--- config.mk ---
export PLATFORM = sky130hd
export DESIGN_NAME = utf8_to_code_point_decoder
export DESIGN_NICKNAME = d
export VERILOG_FILES = /design/src/design/u8d_pkg.sv /design/src/design/utf8_to_code_point_decoder.sv /design/src/design/u8d_front.sv /design/src/design/u8d_queue.sv /design/src/design/u8d_back.sv
export VERILOG_INCLUDE_DIRS = /design/src /design/src/design
export SDC_FILE = /design/constraint.sdc
export NUM_CORES = 1
export LEC_CHECK = 0
export BUFFER_PORTS_ARGS = -buffer_cell sky130_fd_sc_hd__clkbuf_2
export CAP_MARGIN = 5
export CORE_ASPECT_RATIO = 0.7
export CORE_MARGIN = 2
export CORE_UTILIZATION = 56
export CTS_CLUSTER_SIZE = 8
export DETAILED_ROUTE_END_ITERATION = 16
export PLACE_DENSITY = 0.88
export SLEW_MARGIN = 10
export SYNTH_ARGS = -nofsm -noshare
export SYNTH_HDL_FRONTEND = slang
export SYNTH_HIERARCHICAL = 1
export SYNTH_SLANG_ARGS = --single-unit
export TNS_END_PERCENT = 100
--- constraint.sdc ---
create_clock -name clock -period 3.2 [get_ports clock]
set_clock_uncertainty 0.15 [all_clocks]
set_input_delay 0 -clock clock [delete_from_list [all_inputs] [get_ports clock]]
set_output_delay 0 -clock clock [all_outputs]
set_load 0.005 [all_outputs]
--- src/design/assert_macros.svh ---
// Assertion helpers shared by the decoder modules.
`ifndef ASSERT_MACROS_SVH
`define ASSERT_MACROS_SVH

// Property must hold at every clock edge outside reset.
`define U8D_ASSERT(lbl, clk, rst, prop, msg) \
   lbl: assert property (@(posedge clk) disable iff (rst) (prop)) else $error(msg);

// Consequent must hold in the cycle after the antecedent.
`define U8D_ASSERT_NEXT(lbl, clk, rst, ante, cons, msg) \
   lbl: assert property (@(posedge clk) disable iff (rst) (ante) |=> (cons)) else $error(msg);

`endif

--- src/design/u8d_pkg.sv ---
`timescale 1ns / 1ps
// ----------------------------------------------------------------------------
// u8d_pkg
// Shared types and constants of the UTF-8 to code point decoder.
// ----------------------------------------------------------------------------
package u8d_pkg;

   localparam int BYTE_W      = 8;
   localparam int CODE_W      = 21;
   localparam int STATUS_W    = 2;
   localparam int PEND_W      = 2;
   localparam int RSP_TDATA_W = ((CODE_W + 7) / 8) * 8;
   localparam int CONT_BITS   = 6;

   localparam int QUEUE_DEPTH = 2;
   localparam int QPTR_W      = $clog2(QUEUE_DEPTH);
   localparam int QCNT_W      = $clog2(QUEUE_DEPTH + 1);

   typedef enum logic [2:0] {
      KIND_ASCII,
      KIND_LEAD2,
      KIND_LEAD3,
      KIND_LEAD4,
      KIND_OTHER
   } kind_type;

   typedef enum logic [STATUS_W-1:0] {
      ST_OK        = 2'd0,
      ST_INVALID   = 2'd1,
      ST_TRUNCATED = 2'd2
   } status_type;

   typedef struct packed {
      logic [BYTE_W-1:0] text_byte;
      logic              last_byte;
      kind_type          kind;
   } entry_type;

endpackage

--- src/design/utf8_to_code_point_decoder.sv ---
`timescale 1ns / 1ps
// ----------------------------------------------------------------------------
// utf8_to_code_point_decoder
// Turns a UTF-8 byte stream into code points, one byte per cycle unless the receiver stalls.
// ----------------------------------------------------------------------------
// Input channel req_*: one text byte per item in req_tdata, req_tlast on the
// final byte of a text. Result channel rsp_*: code point in rsp_tdata, status
// in rsp_tuser (ok, invalid lead, truncated), rsp_tlast on the result caused
// by the final byte. A byte that starts or only extends a multi-byte form
// gives no result unless it ends the text; every other byte gives exactly one.
// Throughput is one byte per cycle while the receiver keeps up: the front
// classifies each byte as it is taken, a two-entry queue carries it to the
// decode stage, which shifts six payload bits in and writes the result
// register in the same cycle. With an idle queue a byte goes from a queue
// entry to the result register. When the receiver stalls, the result
// register holds and the queue fills; req_tready drops once both queue
// entries are taken, and it returns in the cycle after rsp_tready does,
// after which the stream runs at full rate. Reset clears the queue, the
// result valid flag and the partial code, so the first byte after reset starts a new text. There is no clearing pass.
// ----------------------------------------------------------------------------
module utf8_to_code_point_decoder import u8d_pkg::*; (
   input  logic                   clock,
   input  logic                   reset,
   input  logic                   req_tvalid,
   output logic                   req_tready,
   input  logic [BYTE_W-1:0]      req_tdata,   // [7:0] text_byte
   input  logic                   req_tlast,   // last_byte
   output logic                   rsp_tvalid,
   input  logic                   rsp_tready,
   output logic [RSP_TDATA_W-1:0] rsp_tdata,   // [20:0] code point, [23:21] zero
   output logic [STATUS_W-1:0]    rsp_tuser,   // [1:0] status
   output logic                   rsp_tlast    // end_of_text
);

   logic      q_full;
   logic      push;
   entry_type push_entry;
   logic      pop;
   logic      q_valid;
   entry_type head;

   u8d_front u_front (
      .clock      (clock),
      .reset      (reset),
      .req_tvalid (req_tvalid),
      .req_tready (req_tready),
      .req_tdata  (req_tdata),
      .req_tlast  (req_tlast),
      .q_full     (q_full),
      .push       (push),
      .push_entry (push_entry)
   );

   u8d_queue u_queue (
      .clock      (clock),
      .reset      (reset),
      .push       (push),
      .push_entry (push_entry),
      .full       (q_full),
      .pop        (pop),
      .q_valid    (q_valid),
      .head       (head)
   );

   u8d_back u_back (
      .clock      (clock),
      .reset      (reset),
      .q_valid    (q_valid),
      .head       (head),
      .pop        (pop),
      .rsp_tvalid (rsp_tvalid),
      .rsp_tready (rsp_tready),
      .rsp_tdata  (rsp_tdata),
      .rsp_tuser  (rsp_tuser),
      .rsp_tlast  (rsp_tlast)
   );

endmodule

--- src/design/u8d_front.sv ---
`timescale 1ns / 1ps
// ----------------------------------------------------------------------------
// u8d_front
// Input side: takes bytes off the stream and tags each with its byte class.
// ----------------------------------------------------------------------------
module u8d_front import u8d_pkg::*; (
   input  logic              clock,
   input  logic              reset,
   input  logic              req_tvalid,
   output logic              req_tready,
   input  logic [BYTE_W-1:0] req_tdata,   // [7:0] text_byte
   input  logic              req_tlast,   // last_byte
   input  logic              q_full,
   output logic              push,
   output entry_type         push_entry
);

   kind_type kind;

   always_comb begin
      if (req_tdata[7] == 1'b0) begin
         kind = KIND_ASCII;
      end else if (req_tdata[7:5] == 3'b110) begin
         kind = KIND_LEAD2;
      end else if (req_tdata[7:4] == 4'b1110) begin
         kind = KIND_LEAD3;
      end else if (req_tdata[7:3] == 5'b11110) begin
         kind = KIND_LEAD4;
      end else begin
         kind = KIND_OTHER;
      end
   end

   assign req_tready = !q_full;
   assign push       = req_tvalid && !q_full;

   always_comb begin
      push_entry.text_byte = req_tdata;
      push_entry.last_byte = req_tlast;
      push_entry.kind      = kind;
   end

   `include "assert_macros.svh"

   `U8D_ASSERT(a_ascii_class, clock, reset, !(push && (req_tdata[7] == 1'b0) && (kind != KIND_ASCII)), "byte below 0x80 not classed as ascii")

endmodule

--- src/design/u8d_queue.sv ---
`timescale 1ns / 1ps
// ----------------------------------------------------------------------------
// u8d_queue
// Short FIFO between the classify side and the decode side.
// ----------------------------------------------------------------------------
module u8d_queue import u8d_pkg::*; (
   input  logic      clock,
   input  logic      reset,
   input  logic      push,
   input  entry_type push_entry,
   output logic      full,
   input  logic      pop,
   output logic      q_valid,
   output entry_type head
);

   entry_type           mem_ff [QUEUE_DEPTH];
   logic [QPTR_W-1:0]   wr_ptr_ff, wr_ptr_in;
   logic [QPTR_W-1:0]   rd_ptr_ff, rd_ptr_in;
   logic [QCNT_W-1:0]   count_ff, count_in;

   function automatic logic [QPTR_W-1:0] ptr_next(input logic [QPTR_W-1:0] p);
      if (p == QPTR_W'(QUEUE_DEPTH - 1)) begin
         return '0;
      end
      return p + QPTR_W'(1);
   endfunction

   assign full    = (count_ff == QCNT_W'(QUEUE_DEPTH));
   assign q_valid = (count_ff != '0);
   assign head    = mem_ff[rd_ptr_ff];

   always_comb begin
      wr_ptr_in = push ? ptr_next(wr_ptr_ff) : wr_ptr_ff;
      rd_ptr_in = pop  ? ptr_next(rd_ptr_ff) : rd_ptr_ff;
      count_in  = count_ff;
      if (push && !pop) begin
         count_in = count_ff + QCNT_W'(1);
      end else if (pop && !push) begin
         count_in = count_ff - QCNT_W'(1);
      end
   end

   always_ff @(posedge clock) begin
      if (reset) begin
         wr_ptr_ff <= '0;
         rd_ptr_ff <= '0;
         count_ff  <= '0;
      end else begin
         wr_ptr_ff <= wr_ptr_in;
         rd_ptr_ff <= rd_ptr_in;
         count_ff  <= count_in;
      end
   end

   always_ff @(posedge clock) begin
      if (push) begin
         mem_ff[wr_ptr_ff] <= push_entry;
      end
   end

   `include "assert_macros.svh"

   `U8D_ASSERT(a_no_overflow, clock, reset, !(push && full), "push into a full queue")
   `U8D_ASSERT(a_no_underflow, clock, reset, !(pop && !q_valid), "pop from an empty queue")

endmodule

--- src/design/u8d_back.sv ---
`timescale 1ns / 1ps
// ----------------------------------------------------------------------------
// u8d_back
// Decode side: gathers payload bits and drives the registered result.
// ----------------------------------------------------------------------------
module u8d_back import u8d_pkg::*; (
   input  logic                   clock,
   input  logic                   reset,
   input  logic                   q_valid,
   input  entry_type              head,
   output logic                   pop,
   output logic                   rsp_tvalid,
   input  logic                   rsp_tready,
   output logic [RSP_TDATA_W-1:0] rsp_tdata,   // [20:0] code point, [23:21] zero
   output logic [STATUS_W-1:0]    rsp_tuser,   // [1:0] status
   output logic                   rsp_tlast    // end_of_text
);

   logic [CODE_W-1:0] partial_ff, partial_in;
   logic [PEND_W-1:0] pending_ff, pending_in;
   logic              valid_ff, valid_in;
   logic [CODE_W-1:0] code_ff, code_in;
   status_type        status_ff, status_in;
   logic              eot_ff, eot_in;

   logic              emit;
   logic [CODE_W-1:0] shifted;
   logic [PEND_W-1:0] pending_dec;

   // Take the next item whenever the output slot is free or being drained.
   assign pop = q_valid && (!valid_ff || rsp_tready);

   assign shifted     = {partial_ff[CODE_W-CONT_BITS-1:0], head.text_byte[CONT_BITS-1:0]};
   assign pending_dec = pending_ff - PEND_W'(1);

   always_comb begin
      partial_in = partial_ff;
      pending_in = pending_ff;
      emit       = 1'b0;
      code_in    = '0;
      status_in  = ST_OK;
      eot_in     = head.last_byte;
      if (pending_ff != '0) begin
         partial_in = shifted;
         pending_in = pending_dec;
         if (pending_dec == '0) begin
            emit       = 1'b1;
            code_in    = shifted;
            partial_in = '0;
         end else if (head.last_byte) begin
            emit       = 1'b1;
            status_in  = ST_TRUNCATED;
            partial_in = '0;
            pending_in = '0;
         end
      end else begin
         case (head.kind)
            KIND_ASCII: begin
               emit    = 1'b1;
               code_in = CODE_W'(head.text_byte);
            end
            KIND_LEAD2: begin
               partial_in = CODE_W'(head.text_byte[4:0]);
               pending_in = PEND_W'(1);
            end
            KIND_LEAD3: begin
               partial_in = CODE_W'(head.text_byte[3:0]);
               pending_in = PEND_W'(2);
            end
            KIND_LEAD4: begin
               partial_in = CODE_W'(head.text_byte[2:0]);
               pending_in = PEND_W'(3);
            end
            default: begin
               emit      = 1'b1;
               status_in = ST_INVALID;
            end
         endcase
         // Lead byte that ends the text: drop the partial form.
         if (!emit && head.last_byte) begin
            emit       = 1'b1;
            status_in  = ST_TRUNCATED;
            partial_in = '0;
            pending_in = '0;
         end
      end
   end

   always_comb begin
      if (pop) begin
         valid_in = emit;
      end else begin
         valid_in = valid_ff && !rsp_tready;
      end
   end

   always_ff @(posedge clock) begin
      if (reset) begin
         partial_ff <= '0;
         pending_ff <= '0;
         valid_ff   <= 1'b0;
      end else begin
         valid_ff <= valid_in;
         if (pop) begin
            partial_ff <= partial_in;
            pending_ff <= pending_in;
         end
      end
   end

   always_ff @(posedge clock) begin
      if (pop && emit) begin
         code_ff   <= code_in;
         status_ff <= status_in;
         eot_ff    <= eot_in;
      end
   end

   assign rsp_tvalid = valid_ff;
   assign rsp_tdata  = RSP_TDATA_W'(code_ff);
   assign rsp_tuser  = status_ff;
   assign rsp_tlast  = eot_ff;

   `include "assert_macros.svh"

   `U8D_ASSERT(a_err_zero_code, clock, reset,
      !(valid_ff && (status_ff != ST_OK) && (code_ff != '0)),
      "error result with nonzero code point")
   `U8D_ASSERT(a_trunc_eot, clock, reset,
      !(valid_ff && (status_ff == ST_TRUNCATED) && !eot_ff),
      "truncated result without end of text")
   `U8D_ASSERT_NEXT(a_text_clears, clock, reset, pop && head.last_byte,
      (pending_ff == '0) && (partial_ff == '0), "state not cleared after last byte")

endmodule

### Word-level counts from Yosys, hierarchy flattened

Memories as Yosys holds them, arrays and structs flattened. A register that Yosys moved wholly into a read port is not among the register bits.
Index checks and enable logic that the tools add are counted.

* output and inout bits: 29
* memories: 1
* RAM bits: 24
* register bits: 46

Memory list
* u_queue.mem_ff: words 2, width 12, rd ports 1, clocked after Yosys merged registers in 1, write ports 1, line u8d_queue.sv:17 `entry_type mem_ff [QUEUE_DEPTH];`

* reduce and logical (&&, ||, !) cells: 23
* mux-type cells: 41
* equality and inequality tests: 7
* add/sub/neg operators: 5

Operators with widths (number)
* $mux 15: 4
* $pmux 15 s3: 1
* $mux 21: 2
* $mux 2: 10
* $mux 1: 18
* $mux 3: 4
* $mux 8: 1
* $logic_and 1x1->1: 7
* $eq 3x2->1 const B: 2
* $logic_not 1->1: 6
* $pmux 2 s3: 1
* $reduce_bool 2->1: 3
* $eq 5x5->1 const B: 1
* $reduce_bool 5->1: 1
* $eq 4x4->1 const B: 1
* $reduce_or 4->1: 1
* $sub 2x1->2 const B: 2
* $eq 3x1->1 const B: 1
* $eq 3x3->1 const B: 1
* $logic_not 3->1: 1
* $reduce_or 3->1: 1
* $add 1x1->1 const B: 2
* $add 2x1->2 const B: 1
* $eq 2x2->1 const B: 1
* 3 further kinds: 3

### Logic depth before layout (Yosys ltp)

* word-level depth: 9
* mapped depth: 8
* depth with buffers taken out: 8

### By module

Netlist, hierarchy kept.

By module, submodules not included
* u8d_back: seq. area each 1081.0 µm², instances 1, area an instance 1809.2 µm², cells each 158
* u8d_queue: seq. area each 820.8 µm², instances 1, area an instance 1071.0 µm², cells each 59
* u8d_front: seq. area each 0.0 µm², instances 1, area an instance 115.1 µm², cells each 18

### Worst setup path after synthesis

No wires, ideal clock.

* path type: flip-flop to flip-flop
* start: reg with a tool-made name
* end: reg u_back.code_ff[0] (enable)
* data arrival time: 1.990 ns
* clock period less this slack: 2.522 ns
* setup time: 0.383 ns
* stages on the path, launching flop included: 6
* setup slack: 0.678 ns
* cells stage by stage: dfxtp_1 -> buf_2 -> mux2_2 -> o21bai_2 -> a211o_1 -> and2_1

RTL lines
* end signal: assignment: line u8d_back.sv:113 `code_ff <= code_in;`
* end: declaration: line u8d_back.sv:22 `logic [CODE_W-1:0] code_ff, code_in;`

### Worst setup path after layout

* start: reg u_back.pending_ff[0]
* end: reg u_back.code_ff[17] (enable)

* cells in the longest elaborated chain, start to end: 5

RTL lines
* start: declaration: line u8d_back.sv:20 `logic [PEND_W-1:0] pending_ff, pending_in;`
* start signal: assignment: line u8d_back.sv:106 `pending_ff <= pending_in;`
* $sub 2x1->2: line u8d_back.sv:34 `assign pending_dec = pending_ff - PEND_W'(1);`
* $logic_not 2->1: line u8d_back.sv:46 `if (pending_dec == '0) begin`
* $mux 1: line u8d_back.sv:46
* $mux 1 *: line u8d_back.sv:43 `if (pending_ff != '0) begin`
* $logic_and 1x1->1 *: line u8d_back.sv:112 `if (pop && emit) begin`

Mark *: on every way between the ends. The rest lies on a longest branch, timed or not.
A chain may end at the register's enable or synchronous reset.

==> run metrics <==
most used flip-flop cell after synthesis=edfxtp_1; Endpoint, Worst Hold=u_back/pending_ff[1]$_SDFFE_PP0P_; CP endpoint kind=flip-flop; # placed instances=330; num rows=22; switching share of power=0.312; Longest Clk Path Bufs=2; Top Ports=42; RSZ-0062 raised after global routing=no; Die H=about 65 µm; Total Neg Setup Slack=0 ps; total chip power=0.00307 W; DRC=0; Yosys reg bits=71; Total GRT Usage=0.190; Flop pwr share=0.450; clock-pin slew on the worst setup and hold paths=about 70 ps; fin. max-slew vios=0; largest family of logic cells by synthesized area=simple AND/OR/NAND/NOR gates; Critical-path top delay cell=ha_1; Sink Count=71; # nets final=just under 300; port bufs=38; Logic pwr share=0.301; DP Area=3180 µm²; DR WL/cell=14.2 µm; hold_sp=reset; Clk pwr share=0.249; Initial Utilization=0.576; compound-cell area share of the yosys netlist=0.0844; core box area=5200 µm²; vias in the first global route=approximately 1700; Async SR Flop Fraction=0; register area=between 1500 and 2000 µm²; Post-synth EDFFs=48; Reg2Reg Depth=5; root buffer cell=clkbuf_8; minimum clock period=roughly 2400 ps; area growth from synthesis to layout=17.0%; routed vias/inst=around 5.2; xor/xnor share of the synthesized area=0.0117; worst setup path class=reg -> reg; Design Area, Final=between 3000 and 4000 µm²; worst reg2reg startpoint=u_back/pending_ff[0]$_SDFFE_PP0P_; clk_lat worst skew=roughly 340 ps; Crit Path Max Fanout=24; GR Util met3=0.0711; Ys Warns=6; cells after synthesis=between 200 and 250; r2r setup slk=roughly 800 ps; DRT iter0 DRCs=roughly 140; routed vias=approximately 1900; Psw=approximately 0.00096 W; Post-Layout Cell Count=roughly 360; die area=around 6000 µm²; global route hottest layer=met2; Synth Area in Simple Gates=0.151; DRT Wirelength=approximately 5000 µm; Lkg Pwr=around 1.3 nW; post-synthesis mux area share=0.0451; CTS tree=done; syn avg cell area=12.7 µm²; Max-Cap Viols=0; worst rel slew slack=0.579; area occupied by multi-input gates=between 900 and 1000 µm²; post-CTS sizing=0; Cell Area, Synth=around 3000 µm²; worst path cell trace=ha_1 > nor2b_1 > a211o_1 > and2_1 > buf_4; critical path arrival=roughly 2300 ps; Final ANT Viol Nets=0; largest net degree at the start of global routing=34; fill count=377; hpwl dp=3190 µm; first-pass GRT wire length=~8300 µm; # setup viols final=0; CP Data Required Time=a little over 3000 ps; Inserted Clock Buffers=9; Max stage delay on crit path=roughly 500 ps; status=complete, no violations; PD cells=between 800 and 900 nW/µm²; met2 Track Usage GR=0.288; cell internal pwr=roughly 0.0021 W; post-synthesis adder-cell area fraction=0.0159; Die W=a little over 90 µm; proportion of layout cells with a drive suffix above 1=0.256; initial antenna violation count=0; H-tree Lvls=3; Fmax=413 MHz; fin crit share=0.756; Distinct cells, synth=40; Final Hold Viols=0; capturing point of the worst reg2reg path=u_back/code_ff[17]$_SDFFCE_PN0P_; met1 usage=0.244; sequential area share after synthesis=0.635; worst hold path depth=2; critical path startpoint category=flip-flop; maximum vdd ir drop=approximately 0.00046 V; TritonRoute pass-1 iters=4; gpl congestion=0.778; HP Class=in -> reg; ant diodes=0; Slew @ Worst Pin=622 ps; grt total ovfl=0
Yosys cell counts (6+ instances only):
library cell  instances  area (µm²)
nor2_1                8        30.0
edfxtp_1             48        1440
nor2b_1               6        37.5
dfxtp_1              23         460
and2_1               15        93.8
buf_4                13        97.6
inv_1                10        37.5
nand3_1              17        85.1
mux2_2               12         135
clkbuf_1              6        22.5
a21oi_1               9        45.0
nand2b_1             16         100
o21ai_0              12        60.1
worst max-delay path, delay by kind of cell (launching register included):
kind	cells	cell delay [ps]
AO/OA/AOI/OAI	1	210
AND/OR/NAND/NOR	2	530
flip-flops	1	380
adder cells (fa/ha/maj)	1	510
buffers and inverters	1	310
power groups by stage:
| stage | sequential (W) | clock [W] | combinational (W) |
|---|---|---|---|
| after floorplan | 0.00141 | 0 | 0.000590 |
| after global placement | 0.00140 | 0 | 0.000873 |
| after detailed placement | 0.00140 | 0 | 0.000896 |
| after CTS | 0.00138 | 0.000779 | 0.000923 |
| after global routing | 0.00141 | 0.000818 | 0.00101 |
| final | 0.00138 | 0.000765 | 0.000927 |
cell type report:
cell class                      count  area share
Sequential cell                    71       0.542
Multi-Input combinational cell    135       0.266
Timing Repair Buffer               53      0.0942
Clock buffer                       11      0.0375
Tap cell                           72      0.0257
Clock inverter                      5      0.0232
Inverter                           10      0.0107
worst max-delay path by stage:
stage                                                 start                               end  depth (start not counted)
final                     u_back/pending_ff[0]$_SDFFE_PP0P_  u_back/code_ff[17]$_SDFFCE_PN0P_                          5
after global routing      u_back/pending_ff[0]$_SDFFE_PP0P_     u_back/rsp_tuser[1]$_DFFE_PP_                          5
after CTS                 u_back/pending_ff[0]$_SDFFE_PP0P_       u_back/code_ff[1]$_DFFE_PP_                          5
after detailed placement  u_back/pending_ff[0]$_SDFFE_PP0P_       u_back/code_ff[1]$_DFFE_PP_                          5
after global placement                            flip-flop  u_back/code_ff[19]$_SDFFCE_PN0P_                          6
after floorplan                                   flip-flop       u_back/code_ff[0]$_DFFE_PP_                          5
kinds of logic (layout without fill, tap and decap cells):
group / count (synthesis) / in the layout
buffers and inverters: 31 / 79
other: 1 / 3
adder cells (fa/ha/maj): 4 / 4
AND/OR/NAND/NOR: 76 / 76
XOR/XNOR: 4 / 4
flip-flops: 71 / 71
multiplexers: 12 / 12
AO/OA/AOI/OAI: 36 / 36
routing by layer:
layer | routed length [µm] | share of wire | vias to the layer above
met3 | 324 | 0.064 | 8
li1 | - | - | 912
met2 | 2390 | 0.47 | 61
met5 | 0 | 0 | -
met1 | 2310 | 0.45 | 880
met4 | 63 | 0.012 | 0
state kept, by name (all words and copies together), names as in the netlist, named ones only:
register and count:
u_back/code_ff 21, u_back/partial_ff 15, u_back/pending_ff 2, u_back/rsp_tlast 1, u_back/rsp_tuser 2, u_back/rsp_tvalid 1, u_queue/count_ff 2, u_queue/mem_ff 24
u_queue/rd_ptr_ff 1, u_queue/wr_ptr_ff 1
metrics by stage:
step           setup WS (ps)  hold slack [ps]   util
6_report                 780             28.3  0.674
4_1_cts                  788             20.8  0.674
3_5_place_dp             850             44.2  0.612
5_1_grt                  617             57.6  0.674
2_1_floorplan            678            -80.9      -
3_3_place_gp             962             39.5  0.612
placed cells by master (no fill, tap or decap), drive strengths merged, types with 2 or more instances in the layout:
cell         count
nand2b          16
xnor2            2
buf              4
dlygate4sd3     11
clkbuf          49
xor2             2
nand3           17
mux2            12
nor2b            6
a21oi            9
edfxtp          48
inv             11
and2b            5
bufinv           2
ha               3
clkinv           2
a22o             2
dfxtp           23
nor2             8
conb             3
a211oi           3
and2            15
nand2            4
o21ai           13
timing repair:
action                                 in CTS  in global routing
hold buffers                               11                  0
buffers inserted                            0                  0
endpoints found under the hold margin      26                  0
Power figures use the tool's default switching activity.
